**src/rtl/core/piecewise_linear_evaluator_defines.svh**
```systemverilog
// Assertion macros of the piecewise linear evaluator RTL, used by ple_locate.
`ifndef PIECEWISE_LINEAR_EVALUATOR_DEFINES_SVH
`define PIECEWISE_LINEAR_EVALUATOR_DEFINES_SVH

`ifndef ASSERT_OFF
// Clocked check that is switched off while reset is asserted.
`define PLE_ASSERT(lbl, clk, rst_n, prop) \
	lbl: assert property (@(posedge clk) disable iff (!rst_n) prop) \
	else $error("assertion failed");
// Clocked check that also holds during reset.
`define PLE_ASSERT_ALWAYS(lbl, clk, prop) \
	lbl: assert property (@(posedge clk) prop) else $error("assertion failed");
`else
`define PLE_ASSERT(lbl, clk, rst_n, prop)
`define PLE_ASSERT_ALWAYS(lbl, clk, prop)
`endif

`endif

```
**src/rtl/core/ple_pkg.sv**
```systemverilog
// Shared types, codes and sizes of the piecewise linear evaluator.
`default_nettype none
package ple_pkg;
	localparam int MAX_POINTS = 16;
	localparam int IDX_W      = $clog2(MAX_POINTS);
	localparam int CNT_W      = $clog2(MAX_POINTS + 1);
	localparam int DATA_W     = 32;
	localparam int DIV_STEP   = 4;
	localparam int DIV_STAGES = DATA_W / DIV_STEP;

	// Request codes; the spare code is ignored by the block.
	localparam logic [1:0] REQ_EVAL   = 2'd0;
	localparam logic [1:0] REQ_APPEND = 2'd1;
	localparam logic [1:0] REQ_CLEAR  = 2'd2;
	localparam logic [1:0] REQ_RSVD   = 2'd3;

	// Status codes.
	localparam logic [1:0] ST_OK     = 2'd0;
	localparam logic [1:0] ST_EMPTY  = 2'd1;
	localparam logic [1:0] ST_NO_SEG = 2'd2;
	localparam logic [1:0] ST_FULL   = 2'd3;

	typedef enum logic [1:0] {
		MODE_ZERO,
		MODE_CONST,
		MODE_SEG
	} mode_t;

	typedef struct packed {
		logic [1:0]               req_type;
		logic signed [DATA_W-1:0] x_value;
		logic signed [DATA_W-1:0] y_value;
	} ple_in_t;

	typedef struct packed {
		logic signed [DATA_W-1:0] y_result;
		logic [1:0]               status;
	} ple_out_t;

	typedef struct packed {
		logic       valid;
		mode_t      mode;
		logic [1:0] status;
	} ple_ctl_t;

	// Control and operands that ride alongside the product through the divider.
	typedef struct packed {
		ple_ctl_t                 ctl;
		logic                     neg;
		logic signed [DATA_W-1:0] y0;
		logic [DATA_W-1:0]        divisor;
	} ple_arith_t;
endpackage
`default_nettype wire

```
**src/rtl/core/ple_slope.sv**
```systemverilog
// Segment differences and the wide product of offset and rise.
`default_nettype none
module ple_slope import ple_pkg::*; (
	input  wire logic                     clk,
	input  wire logic                     arst_n,
	input  wire logic                     adv,
	input  wire ple_ctl_t                 ctl_s2,
	input  wire logic signed [DATA_W-1:0] x_s2,
	input  wire logic [2*DATA_W-1:0]      row_a_s2,
	input  wire logic [2*DATA_W-1:0]      row_b_s2,
	output ple_arith_t                    arith_s4,
	output logic [2*DATA_W-1:0]           prod_s4
);
	logic signed [DATA_W-1:0] x0, y0, x1, y1;
	logic signed [DATA_W:0]   dx, dy, dt, ady;
	ple_arith_t               arith_d, arith_s3;
	logic [DATA_W-1:0]        dt_s3, ady_s3;

	assign x0 = row_a_s2[2*DATA_W-1:DATA_W];
	assign y0 = row_a_s2[DATA_W-1:0];
	assign x1 = row_b_s2[2*DATA_W-1:DATA_W];
	assign y1 = row_b_s2[DATA_W-1:0];

	// Differences at one bit more than the operands.
	always_comb begin
		dx  = {x1[DATA_W-1], x1} - {x0[DATA_W-1], x0};
		dy  = {y1[DATA_W-1], y1} - {y0[DATA_W-1], y0};
		dt  = {x_s2[DATA_W-1], x_s2} - {x0[DATA_W-1], x0};
		ady = dy[DATA_W] ? -dy : dy;
		arith_d.ctl     = ctl_s2;
		arith_d.neg     = dy[DATA_W];
		arith_d.y0      = y0;
		arith_d.divisor = dx[DATA_W-1:0];
		// A segment of zero width yields its left ordinate.
		if (ctl_s2.mode == MODE_SEG && dx == '0) begin
			arith_d.ctl.mode = MODE_CONST;
		end
	end

	always_ff @(posedge clk or negedge arst_n) begin
		if (!arst_n) begin
			arith_s3 <= '0;
			arith_s4 <= '0;
		end else if (adv) begin
			arith_s3 <= arith_d;
			arith_s4 <= arith_s3;
		end
	end

	// Operand and product registers.
	always_ff @(posedge clk) begin
		if (adv) begin
			dt_s3   <= dt[DATA_W-1:0];
			ady_s3  <= ady[DATA_W-1:0];
			prod_s4 <= dt_s3 * ady_s3;
		end
	end
endmodule
`default_nettype wire

```
**config.mk**
```make
export PLATFORM = sky130hd
export DESIGN_NAME = ple_slope
export DESIGN_NICKNAME = d
export VERILOG_FILES = /design/src/rtl/core/piecewise_linear_evaluator_defines.svh /design/src/rtl/core/ple_pkg.sv /design/src/rtl/core/ple_slope.sv
export SDC_FILE = /design/constraint.sdc
export NUM_CORES = 2
export LEC_CHECK = 0
export ABC_AREA = 1
export BUFFER_PORTS_ARGS = -buffer_cell sky130_fd_sc_hd__buf_2
export CAP_MARGIN = 40
export CORE_MARGIN = 2
export CORE_UTILIZATION = 35
export CTS_CLUSTER_SIZE = 24
export DETAILED_ROUTE_END_ITERATION = 16
export PLACE_DENSITY = 0.61
export SYNTH_ARGS = -nofsm -noshare
export SYNTH_HDL_FRONTEND = slang
export SYNTH_SLANG_ARGS = --single-unit
```
**constraint.sdc**
```tcl
create_clock -name clk -period 18.72 [get_ports clk]
set_clock_uncertainty 0.2 [all_clocks]
set_input_delay 1.872 -clock clk [delete_from_list [all_inputs] [get_ports clk]]
set_output_delay 1.872 -clock clk [all_outputs]
set_load 0.03 [all_outputs]
```
==> results by group <==
Run status
  • Outcome: finished, violations left
  • Violations in the final reports: design-rule violations

Global route
  • Vias in the first global route: 44,290
  • First-pass GRT wire length: 253,000 µm
  • Largest net degree at the start of global routing: 81
  • GR Overflow Total: 0
  • Initial antenna violation count: 10
  • GRT Resource Usage Total: 0.221

Hold path
  • Hold path depth: 2
  • Hold path start: arith_s4[0]$_DFFE_PN0P_
  • HP Class: register to register
  • Endpoint of the worst hold path: arith_s4[0]$_DFFE_PN0P_

Worst setup path
  • Cell family with most CP delay: adder cells
  • R2R Path Start: ady_s3[14]$_DFFE_PP_
  • Setup CP Type: register to register
  • RR Endpoint: prod_s4[58]$_DFFE_PP_
  • Worst path depth: 22
  • Critical Path Fanout Max: 32
  • Crit path buf inv count: 4
  • Crit path cell chain: buf_4, nand2_1, fa_1, inv_1, fa_1, inv_1, fa_1, fa_1, inv_1, fa_1, fa_1, fa_1, ha_1, ha_1, nand2_1, nand2_1, a31oi_1, o21ai_0, a221oi_1, o21ai_0, a21oi_1, xnor2_1
  • Most common cell on crit path: fa_1
  • Crit start category: register
  • Crit path DAT: 8.68 ns
  • Worst R2R Setup Slack: 10.14 ns
  • Crit-path slowest cell: a221oi_1
  • Crit end category: register
  • Depth of the most critical reg-to-reg path: 22
  • Biggest cell delay along the critical path: 0.78 ns
  • Critical Path RT: 18.81 ns

STA
  • Slew headroom: 0.447
  • Hold Violations, Final: 0
  • FMAX: 0.117 GHz
  • RSZ-0062 raised after global routing: no
  • Slew at the pin closest to its max-slew limit: 0.823 ns
  • Final TNS setup: 0 ns
  • Minimum clock period: 8.58 ns
  • Setup-failing EPs final: 0
  • Fin. max-slew vios: 0
  • Final Worst Setup Slack: 10.14 ns
  • Period utilization: 0.458

Finish
  • Layout area overhead: 9.66%
  • Final net count: 8,185
  • FILL cells: 15,057
  • Fraction of layout cells with a size suffix above 1: 0.0694
  • Most frequent cells in the layout: nand2_1, inv_1, fa_1
  • Most common cell after layout, fill and taps aside: nand2_1

Logic synthesis
  • Flops & latches, synth: 268
  • Sequential area share after synthesis: 0.145
  • Cell taking the most area after synthesis: fa_1
  • Async set or reset register ratio after synthesis: 0.522
  • EDFF count, synth: 128
  • Syn nets: 8,002
  • Yosys warnings: 0
  • Most used DFF post-synth: dfrtp_1
  • Netlist cell types: 45
  • Mean Syn Cell Area: 7.70 µm²
  • Syn Std Cell Area: 0.0506 mm²
  • Synth Instances: 6,576
  • Synth top area cells: fa_1, nand2_1, inv_1, ha_1, edfxtp_1
  • Top cell type's share of synthesized area: 0.355

Clock network
  • Worst-Skew Late Latency: 0.61 ns
  • CTS tree: built
  • Cts bufs inserted: 36
  • PostCTS Resize Cnt: 0
  • Setup Fix Bufs, Post-CTS: 0
  • Number of clock sinks: 268
  • CTS Buffer Depth: 3
  • Worst-path clk slew: 0.06 ns
  • Root Buffer: clkbuf_16
  • H-tree Lvls: 2
  • Hold buffers post-CTS: 0

Detailed routing
  • Remaining DRCs: 4
  • Vias: 41,829
  • DR iter-0 viols: 2,929
  • Total wire length: 161,000 µm
  • Vias/cell: 4.81
  • Final ANT Viol Nets: 0
  • Detailed-route wire length per cell: 18.5 µm
  • 1st-pass router iterations: 14

Place
  • Pre-CTS WS: 10.39 ns
  • Number of port buffers: 301
  • Routability congestion estimate: 0.991
  • DP HPWL: 128,000 µm

Flow run
  • Max Cap Viol: 0

Floorplanning
  • Die area: 0.148 mm²
  • Initial core utilization: 0.352
  • Cell Rows: 139
  • Io pins: 302
  • Die height: 384 µm
  • Core area: 0.144 mm²
  • Die width: 384 µm
routing by layer:
layer | part of all wire | global-route usage | wire length (µm)
met3 | 0.074 | 0.0369 | 11900
met4 | 0.034 | 0.0672 | 5390
met1 | 0.41 | 0.286 | 65900
met2 | 0.48 | 0.378 | 77400
met5 | 0.00050 | 0 | 80
layout make-up:
| cell class | instances | area (µm²) | share of cell area |
|---|---|---|---|
| repair buffers | 371 | 2060 | 0.0371 |
| clock inverters | 20 | 309 | 0.00557 |
| well taps | 1903 | 2380 | 0.0429 |
| diodes | 2 | 5.00 | 0.0000901 |
| flip-flops and latches | 268 | 7350 | 0.132 |
| multi-input cells | 4197 | 35300 | 0.637 |
| clock buffers | 45 | 997 | 0.0180 |
| inverters | 1885 | 7080 | 0.127 |
flip-flops by register name, indices dropped and copies added (netlist names):
| name | count |
|---|---|
| dt_s3 | 32 |
| ady_s3 | 32 |
| prod_s4 | 64 |
| arith_s4 | 70 |
| arith_s3 | 70 |
tightest hold or removal path: stages, from the launching register on:
cell and delay, ns:
dfrtp_1 0.34, nand2_1 0.05, nand2_1 0.05
Yosys cell counts (14+ instances only):
cell	n
edfxtp_1	128
ha_1	359
xnor2_1	46
nand3b_1	14
fa_1	899
a21oi_1	166
o21bai_1	15
nor3_1	32
nand2_2	14
o21ai_0	180
dfrtp_1	140
nor2_1	237
a31oi_1	24
nand2_1	1899
xor2_1	80
inv_1	1878
nand3_1	129
clkbuf_1	222
nand4_1	22
through the flow:
| stage | hold WS [ns] | cells | util | instance area [µm²] |
|---|---|---|---|---|
| 4_1_cts | 0.266 | 8689 | 0.386 | 55500 |
| 5_1_grt | 0.290 | 8690 | 0.386 | 55500 |
| 3_3_place_gp | 0.254 | 8623 | 0.377 | 54200 |
| 2_1_floorplan | 0.242 | 6576 | - | 50600 |
| 6_report | 0.271 | 8691 | 0.386 | 55500 |
| 3_5_place_dp | 0.254 | 8624 | 0.377 | 54200 |
cells by family after synthesis:
kind of cell | after synthesis | share of synthesized area
and+or+nand+nor | 2378 | 0.185
DFF | 268 | 0.145
adders and majority gates | 1258 | 0.444
xor gates and xnor gates | 126 | 0.0218
buffers and inverters | 2111 | 0.157
AOI/OAI and AO/OA | 435 | 0.0467
worst max-delay path by stage:
stage,start,endpoint,slack [ns]
finish,ady_s3[14]$_DFFE_PP_,prod_s4[58]$_DFFE_PP_,10.14
global route,ady_s3[14]$_DFFE_PP_,prod_s4[58]$_DFFE_PP_,9.97
CTS,dt_s3[31]$_DFFE_PP_,prod_s4[58]$_DFFE_PP_,10.33
detailed placement,dt_s3[31]$_DFFE_PP_,prod_s4[58]$_DFFE_PP_,10.39
global placement,dt_s3[31]$_DFFE_PP_,prod_s4[58]$_DFFE_PP_,10.36
floorplan,ady_s3[11]$_DFFE_PP_,prod_s4[63]$_DFFE_PP_,11.84
Power is not shown: default switching activity piles up to over one toggle a cycle in this logic, so the estimate is an artifact.
