## config.mk

```make
export PLATFORM = sky130hd
export DESIGN_NAME = ple_divider
export DESIGN_NICKNAME = d
export VERILOG_FILES = /design/src/rtl/core/piecewise_linear_evaluator_defines.svh /design/src/rtl/core/ple_pkg.sv /design/src/rtl/core/ple_divider.sv
export SDC_FILE = /design/constraint.sdc
export NUM_CORES = 2
export LEC_CHECK = 0
export BUFFER_PORTS_ARGS = -buffer_cell sky130_fd_sc_hd__buf_2
export CORE_UTILIZATION = 55
export CTS_BUF_LIST = sky130_fd_sc_hd__clkbuf_2 sky130_fd_sc_hd__clkbuf_4 sky130_fd_sc_hd__clkbuf_8
export DETAILED_ROUTE_END_ITERATION = 12
export GPL_TIMING_DRIVEN = 0
export PLACE_DENSITY = 0.68
export RECOVER_POWER = 25
export SETUP_SLACK_MARGIN = 0.2
export SYNTH_ARGS = -nofsm -noshare
export SYNTH_HDL_FRONTEND = slang
export SYNTH_SLANG_ARGS = --single-unit
```

## constraint.sdc

```tcl
create_clock -name clk -period 15.7 [get_ports clk]
set_clock_uncertainty 0.15 [all_clocks]
set_input_delay 0.785 -clock clk [delete_from_list [all_inputs] [get_ports clk]]
set_output_delay 0.785 -clock clk [all_outputs]
set_load 0.02 [all_outputs]
```

## src/rtl/core/piecewise_linear_evaluator_defines.svh

```systemverilog
// Assertion macros of the piecewise linear evaluator RTL, used by ple_locate.
`ifndef PIECEWISE_LINEAR_EVALUATOR_DEFINES_SVH
`define PIECEWISE_LINEAR_EVALUATOR_DEFINES_SVH

`ifndef ASSERT_OFF
// Clocked check that is switched off while reset is asserted.
`define PLE_ASSERT(lbl, clk, rst_n, prop) \
	lbl: assert property (@(posedge clk) disable iff (!rst_n) prop) \
	else $error("assertion failed");
// Clocked check that also holds during reset.
`define PLE_ASSERT_ALWAYS(lbl, clk, prop) \
	lbl: assert property (@(posedge clk) prop) else $error("assertion failed");
`else
`define PLE_ASSERT(lbl, clk, rst_n, prop)
`define PLE_ASSERT_ALWAYS(lbl, clk, prop)
`endif

`endif

```

## src/rtl/core/ple_pkg.sv

```systemverilog
// Shared types, codes and sizes of the piecewise linear evaluator.
`default_nettype none
package ple_pkg;
	localparam int MAX_POINTS = 16;
	localparam int IDX_W      = $clog2(MAX_POINTS);
	localparam int CNT_W      = $clog2(MAX_POINTS + 1);
	localparam int DATA_W     = 32;
	localparam int DIV_STEP   = 4;
	localparam int DIV_STAGES = DATA_W / DIV_STEP;

	// Request codes; the spare code is ignored by the block.
	localparam logic [1:0] REQ_EVAL   = 2'd0;
	localparam logic [1:0] REQ_APPEND = 2'd1;
	localparam logic [1:0] REQ_CLEAR  = 2'd2;
	localparam logic [1:0] REQ_RSVD   = 2'd3;

	// Status codes.
	localparam logic [1:0] ST_OK     = 2'd0;
	localparam logic [1:0] ST_EMPTY  = 2'd1;
	localparam logic [1:0] ST_NO_SEG = 2'd2;
	localparam logic [1:0] ST_FULL   = 2'd3;

	typedef enum logic [1:0] {
		MODE_ZERO,
		MODE_CONST,
		MODE_SEG
	} mode_t;

	typedef struct packed {
		logic [1:0]               req_type;
		logic signed [DATA_W-1:0] x_value;
		logic signed [DATA_W-1:0] y_value;
	} ple_in_t;

	typedef struct packed {
		logic signed [DATA_W-1:0] y_result;
		logic [1:0]               status;
	} ple_out_t;

	typedef struct packed {
		logic       valid;
		mode_t      mode;
		logic [1:0] status;
	} ple_ctl_t;

	// Control and operands that ride alongside the product through the divider.
	typedef struct packed {
		ple_ctl_t                 ctl;
		logic                     neg;
		logic signed [DATA_W-1:0] y0;
		logic [DATA_W-1:0]        divisor;
	} ple_arith_t;
endpackage
`default_nettype wire

```

## src/rtl/core/ple_divider.sv

```systemverilog
// Pipelined restoring divider, four quotient bits per stage.
`default_nettype none
module ple_divider import ple_pkg::*; (
	input  wire logic                clk,
	input  wire logic                arst_n,
	input  wire logic                adv,
	input  wire ple_arith_t          arith_s4,
	input  wire logic [2*DATA_W-1:0] prod_s4,
	output ple_arith_t               arith_out,
	output logic [DATA_W-1:0]        quot_out
);
	ple_arith_t        arith_sn [DIV_STAGES];
	logic [DATA_W-1:0] rem_sn   [DIV_STAGES];
	logic [DATA_W-1:0] lo_sn    [DIV_STAGES];
	logic [DATA_W-1:0] quot_sn  [DIV_STAGES];

	for (genvar k = 0; k < DIV_STAGES; k++) begin : g_stage
		ple_arith_t        arith_in;
		logic [DATA_W-1:0] rem_in, lo_in, quot_in;
		logic [DATA_W-1:0] rem_d, lo_d, quot_d;

		if (k == 0) begin : g_first
			// The quotient fits the word, so the upper half is already below the divisor.
			assign arith_in = arith_s4;
			assign rem_in   = prod_s4[2*DATA_W-1:DATA_W];
			assign lo_in    = prod_s4[DATA_W-1:0];
			assign quot_in  = '0;
		end else begin : g_next
			assign arith_in = arith_sn[k-1];
			assign rem_in   = rem_sn[k-1];
			assign lo_in    = lo_sn[k-1];
			assign quot_in  = quot_sn[k-1];
		end

		// Shift in one dividend bit and try a subtraction, several times.
		always_comb begin
			logic [DATA_W:0] trial;
			rem_d  = rem_in;
			lo_d   = lo_in;
			quot_d = quot_in;
			for (int b = 0; b < DIV_STEP; b++) begin
				trial = {rem_d, lo_d[DATA_W-1]};
				lo_d  = {lo_d[DATA_W-2:0], 1'b0};
				if (trial >= {1'b0, arith_in.divisor}) begin
					trial  = trial - {1'b0, arith_in.divisor};
					quot_d = {quot_d[DATA_W-2:0], 1'b1};
				end else begin
					quot_d = {quot_d[DATA_W-2:0], 1'b0};
				end
				rem_d = trial[DATA_W-1:0];
			end
		end

		always_ff @(posedge clk or negedge arst_n) begin
			if (!arst_n) begin
				arith_sn[k] <= '0;
			end else if (adv) begin
				arith_sn[k] <= arith_in;
			end
		end

		always_ff @(posedge clk) begin
			if (adv) begin
				rem_sn[k]  <= rem_d;
				lo_sn[k]   <= lo_d;
				quot_sn[k] <= quot_d;
			end
		end
	end

	assign arith_out = arith_sn[DIV_STAGES-1];
	assign quot_out  = quot_sn[DIV_STAGES-1];
endmodule
`default_nettype wire

```

==> run_results.csv <==
group,metric,value,unit
timing,hold_viol,0,
global_routing,grt_pass1_vias,82215,
job,drv_cap,5,
route,drtIter0Drc,8018,
outcome,outcome,"finished with violations",
setup_path,path_max_fanout,10,
synth,synth_seq_cells,1040,
placed_design,dp_hpwl,258000,um
route,viasPerCell,6.26,
floorplan,die_area,0.176,sq mm
synth,netlist_area,0.0959,sq mm
placed_design,gp_congestion,0.993,
cells_and_area,drive_above_1_share,14.4,%
synth,synth_edf_count,480,
placed_design,postPlaceCellArea,0.100,sq mm
setup_path,critPathLaunchType,"input port",
clock_tree,clockBufferDepth,3,
global_routing,antenna_found_initial,19,
cells_and_area,final_net_count,12532,
setup_path,arrival,15550,ps
synth,synthMuxAreaShare,9.28,%
timing,setup-violations-final,0,
timing,holdWs,118,ps
floorplan,num_rows,152,
timing,layout_min_cycle_time,14990,ps
synth,async_reset_ff_share,53.8,%
synth,synth_flop_cell,"dfrtp_1",
setup_path,slowest_delay,550,ps
route,drt_drc_violations_left,0,
cells_and_area,final_cell_area,0.106,sq mm
synth,synth-simple-area-share,13.2,%
route,antenna_left,0,
global_routing,grt_max_degree,122,
clock_tree,htreeDepth,4,
timing,worstMarginPinSlew,6810,ps
synth,synth_compound_area_share,22.0,%
synth,netlist.area_leader.share,15.0,%
synth,syn_nets,11976,
timing,slew_headroom,-354,%
timing,period_share,95.5,%
synth,synth_cell_types,104,
global_routing,grt_use_total,35.6,%
synth,synth-seq-area-share,29.6,%
setup_path,criticalPathCategory,"in2reg",
cells_and_area,final_cells,13819,
timing,rsz0062_at_grt,"yes",
timing,drv_slew,508,
clock_tree,insertion_delay,1000,ps
synth,synth_xor_area_share,7.54,%
setup_path,cpMaxStageDelayCell,"dlygate4sd3_1",
clock_tree,clkSinkCount,1040,
floorplan,boundaryPins,239,
synth,yosys_warnings,0,
timing,worst_slack,708,ps
synth,synthCells,10784,
setup_path,end_kind,"flop",
floorplan,start_util,55.6,%
synth,synthAdderAreaFrac,14.0,%
setup_path,worst_ep_required_time,16260,ps
placed_design,io_buffers,238,
outcome,violations,"max-capacitance violations, max-slew violations",
global_routing,grt_pass1_wl,482000,um
synth,synth_area_leaders,"edfxtp_1 (15%), dfrtp_1 (15%), ha_1 (13%)",
clock_tree,clockRootBuffer,"clkbuf_8",
floorplan,die_h,420,um
floorplan,core_area,0.172,sq mm
placed_design,dpl_worst_slack,-1880,ps
route,first_pass_iters,7,
clock_tree,clk_pin_slew_worst_paths,60,ps
clock_tree,cts_tree,"done",
placed_design,dp_cells,13341,
route,drt-wirelength-per-cell,23.3,um
global_routing,globalRouteOverflowTotal,0,
route,dr_total_vias,86534,
synth,synth.avg_cell_area,8.89,sq um
route,drt-total-wl,322000,um
clock_tree,numCtsBuffers,181,
floorplan,die_w,420,um
synth,yosysTopAreaCell,"edfxtp_1",
timing,fmax,66.7,MHz
cells_and_area,syn_to_final_growth,10.7,%
synth,synth_top_family_by_area,"compound AO/OA/AOI/OAI gates",
hold_path,hold_class,"in2reg",
-- flip-flops by register name, summed over array words and instances, names as in the netlist --
signal and flops:
quot_sn 144, arith_out 70, rem_sn 224, arith_sn 490
lo_sn 112
-- per-stage QoR --
step | TNS (ps) | util [%]
floorplan | 0 | -
global placement | -165520 | 58.0
detailed placement | -181900 | 58.2
CTS | 0 | 61.4
global route | 0 | 61.6
finish | 0 | 61.6
-- layout by cell type, fill, tap and decap left out, types with 89 or more instances in the layout --
cell / synthesis / routed
ha_1: 1024 / 1023
a21oi_1: 977 / 968
nand2_1: 944 / 942
o21ai_0: 877 / 851
mux2_2: 686 / 686
nor2_1: 675 / 672
inv_1: 630 / 621
dfrtp_1: 560 / 557
xnor2_1: 546 / 546
edfxtp_1: 480 / 480
a21o_1: 412 / 412
buf_2: 43 / 281
xor2_1: 280 / 280
clkbuf_8: 0 / 210
nand3_1: 182 / 181
clkbuf_1: 223 / 180
nor3_1: 148 / 146
o21a_1: 144 / 144
nand4_1: 141 / 141
nor2b_1: 139 / 139
o21bai_1: 134 / 132
nand2b_1: 113 / 113
dlygate4sd3_1: 0 / 101
buf_4: 75 / 100
and3_1: 98 / 98
a211oi_1: 92 / 89
-- Yosys cell counts (280+ instances only) --
master	number
a21o_1	412
a21oi_1	977
dfrtp_1	560
edfxtp_1	480
ha_1	1024
inv_1	630
mux2_2	686
nand2_1	944
nor2_1	675
o21ai_0	877
xnor2_1	546
xor2_1	280
-- layer usage --
metal / part of all wire (%) / wire length [um] / track usage [%]
met1: 42 / 134000 / 45.7
met2: 46 / 147000 / 57.7
met3: 7.0 / 22400 / 5.25
met4: 5.8 / 18800 / 19.1
met5: 0.0078 / 25 / 0
-- logic make-up after synthesis --
kind of cell | Yosys count
AND/OR/NAND/NOR | 2703
XOR/XNOR | 826
buffers and inverters | 1014
flip-flops | 1040
AO/OA/AOI/OAI | 3347
adder cells (fa/ha/maj) | 1055
multiplexers | 799
-- what timing repair did --
action / 4_1_cts / 5_1_grt
hold buffers: 101 / 0
hold endpoints to repair: 336 / 0
pin swaps: 3 / 8
setup endpoints to repair: 211 / 232
setup buffers: 5 / 20
gates resized for setup: 70 / 167
-- area by class of cell --
cell class | instances | area (sq um)
Fill cell | 15178 | 66200
Multi-Input combinational cell | 8730 | 63700
Sequential cell | 1040 | 28400
Clock buffer | 275 | 3380
Tap cell | 2310 | 2890
Timing Repair Buffer | 373 | 2550
Inverter | 645 | 2450
Buffer | 369 | 1860
Clock inverter | 67 | 877
Antenna cell | 10 | 25.0
-- final timing paths --
check                                      to           from  slack [ps]  depth (start not counted)
worst min-delay path             rem_sn[0][0]    prod_s4[28]         120                          3
worst max-delay path            rem_sn[0][12]    arith_s4[6]         710                         58
min in group asynchronous       arith_sn[215]         arst_n         900                          3
worst max register to register  rem_sn[1][15]  arith_sn[503]         750                         59
worst min register to register   lo_sn[1][27]   lo_sn[0][23]         240                          0
max in group asynchronous       arith_sn[421]         arst_n        7160                          4
-- critical path, delay by kind of cell --
family	cells	cell delay (ps)
fa+ha+maj	4	1430
buf+inv	12	3030
mux	3	1080
compound gates	26	7050
simple gates	13	2100
Power is left out: the tool's default activity adds up to more than one toggle a clock period on the data nets, which glitch-free logic cannot reach.
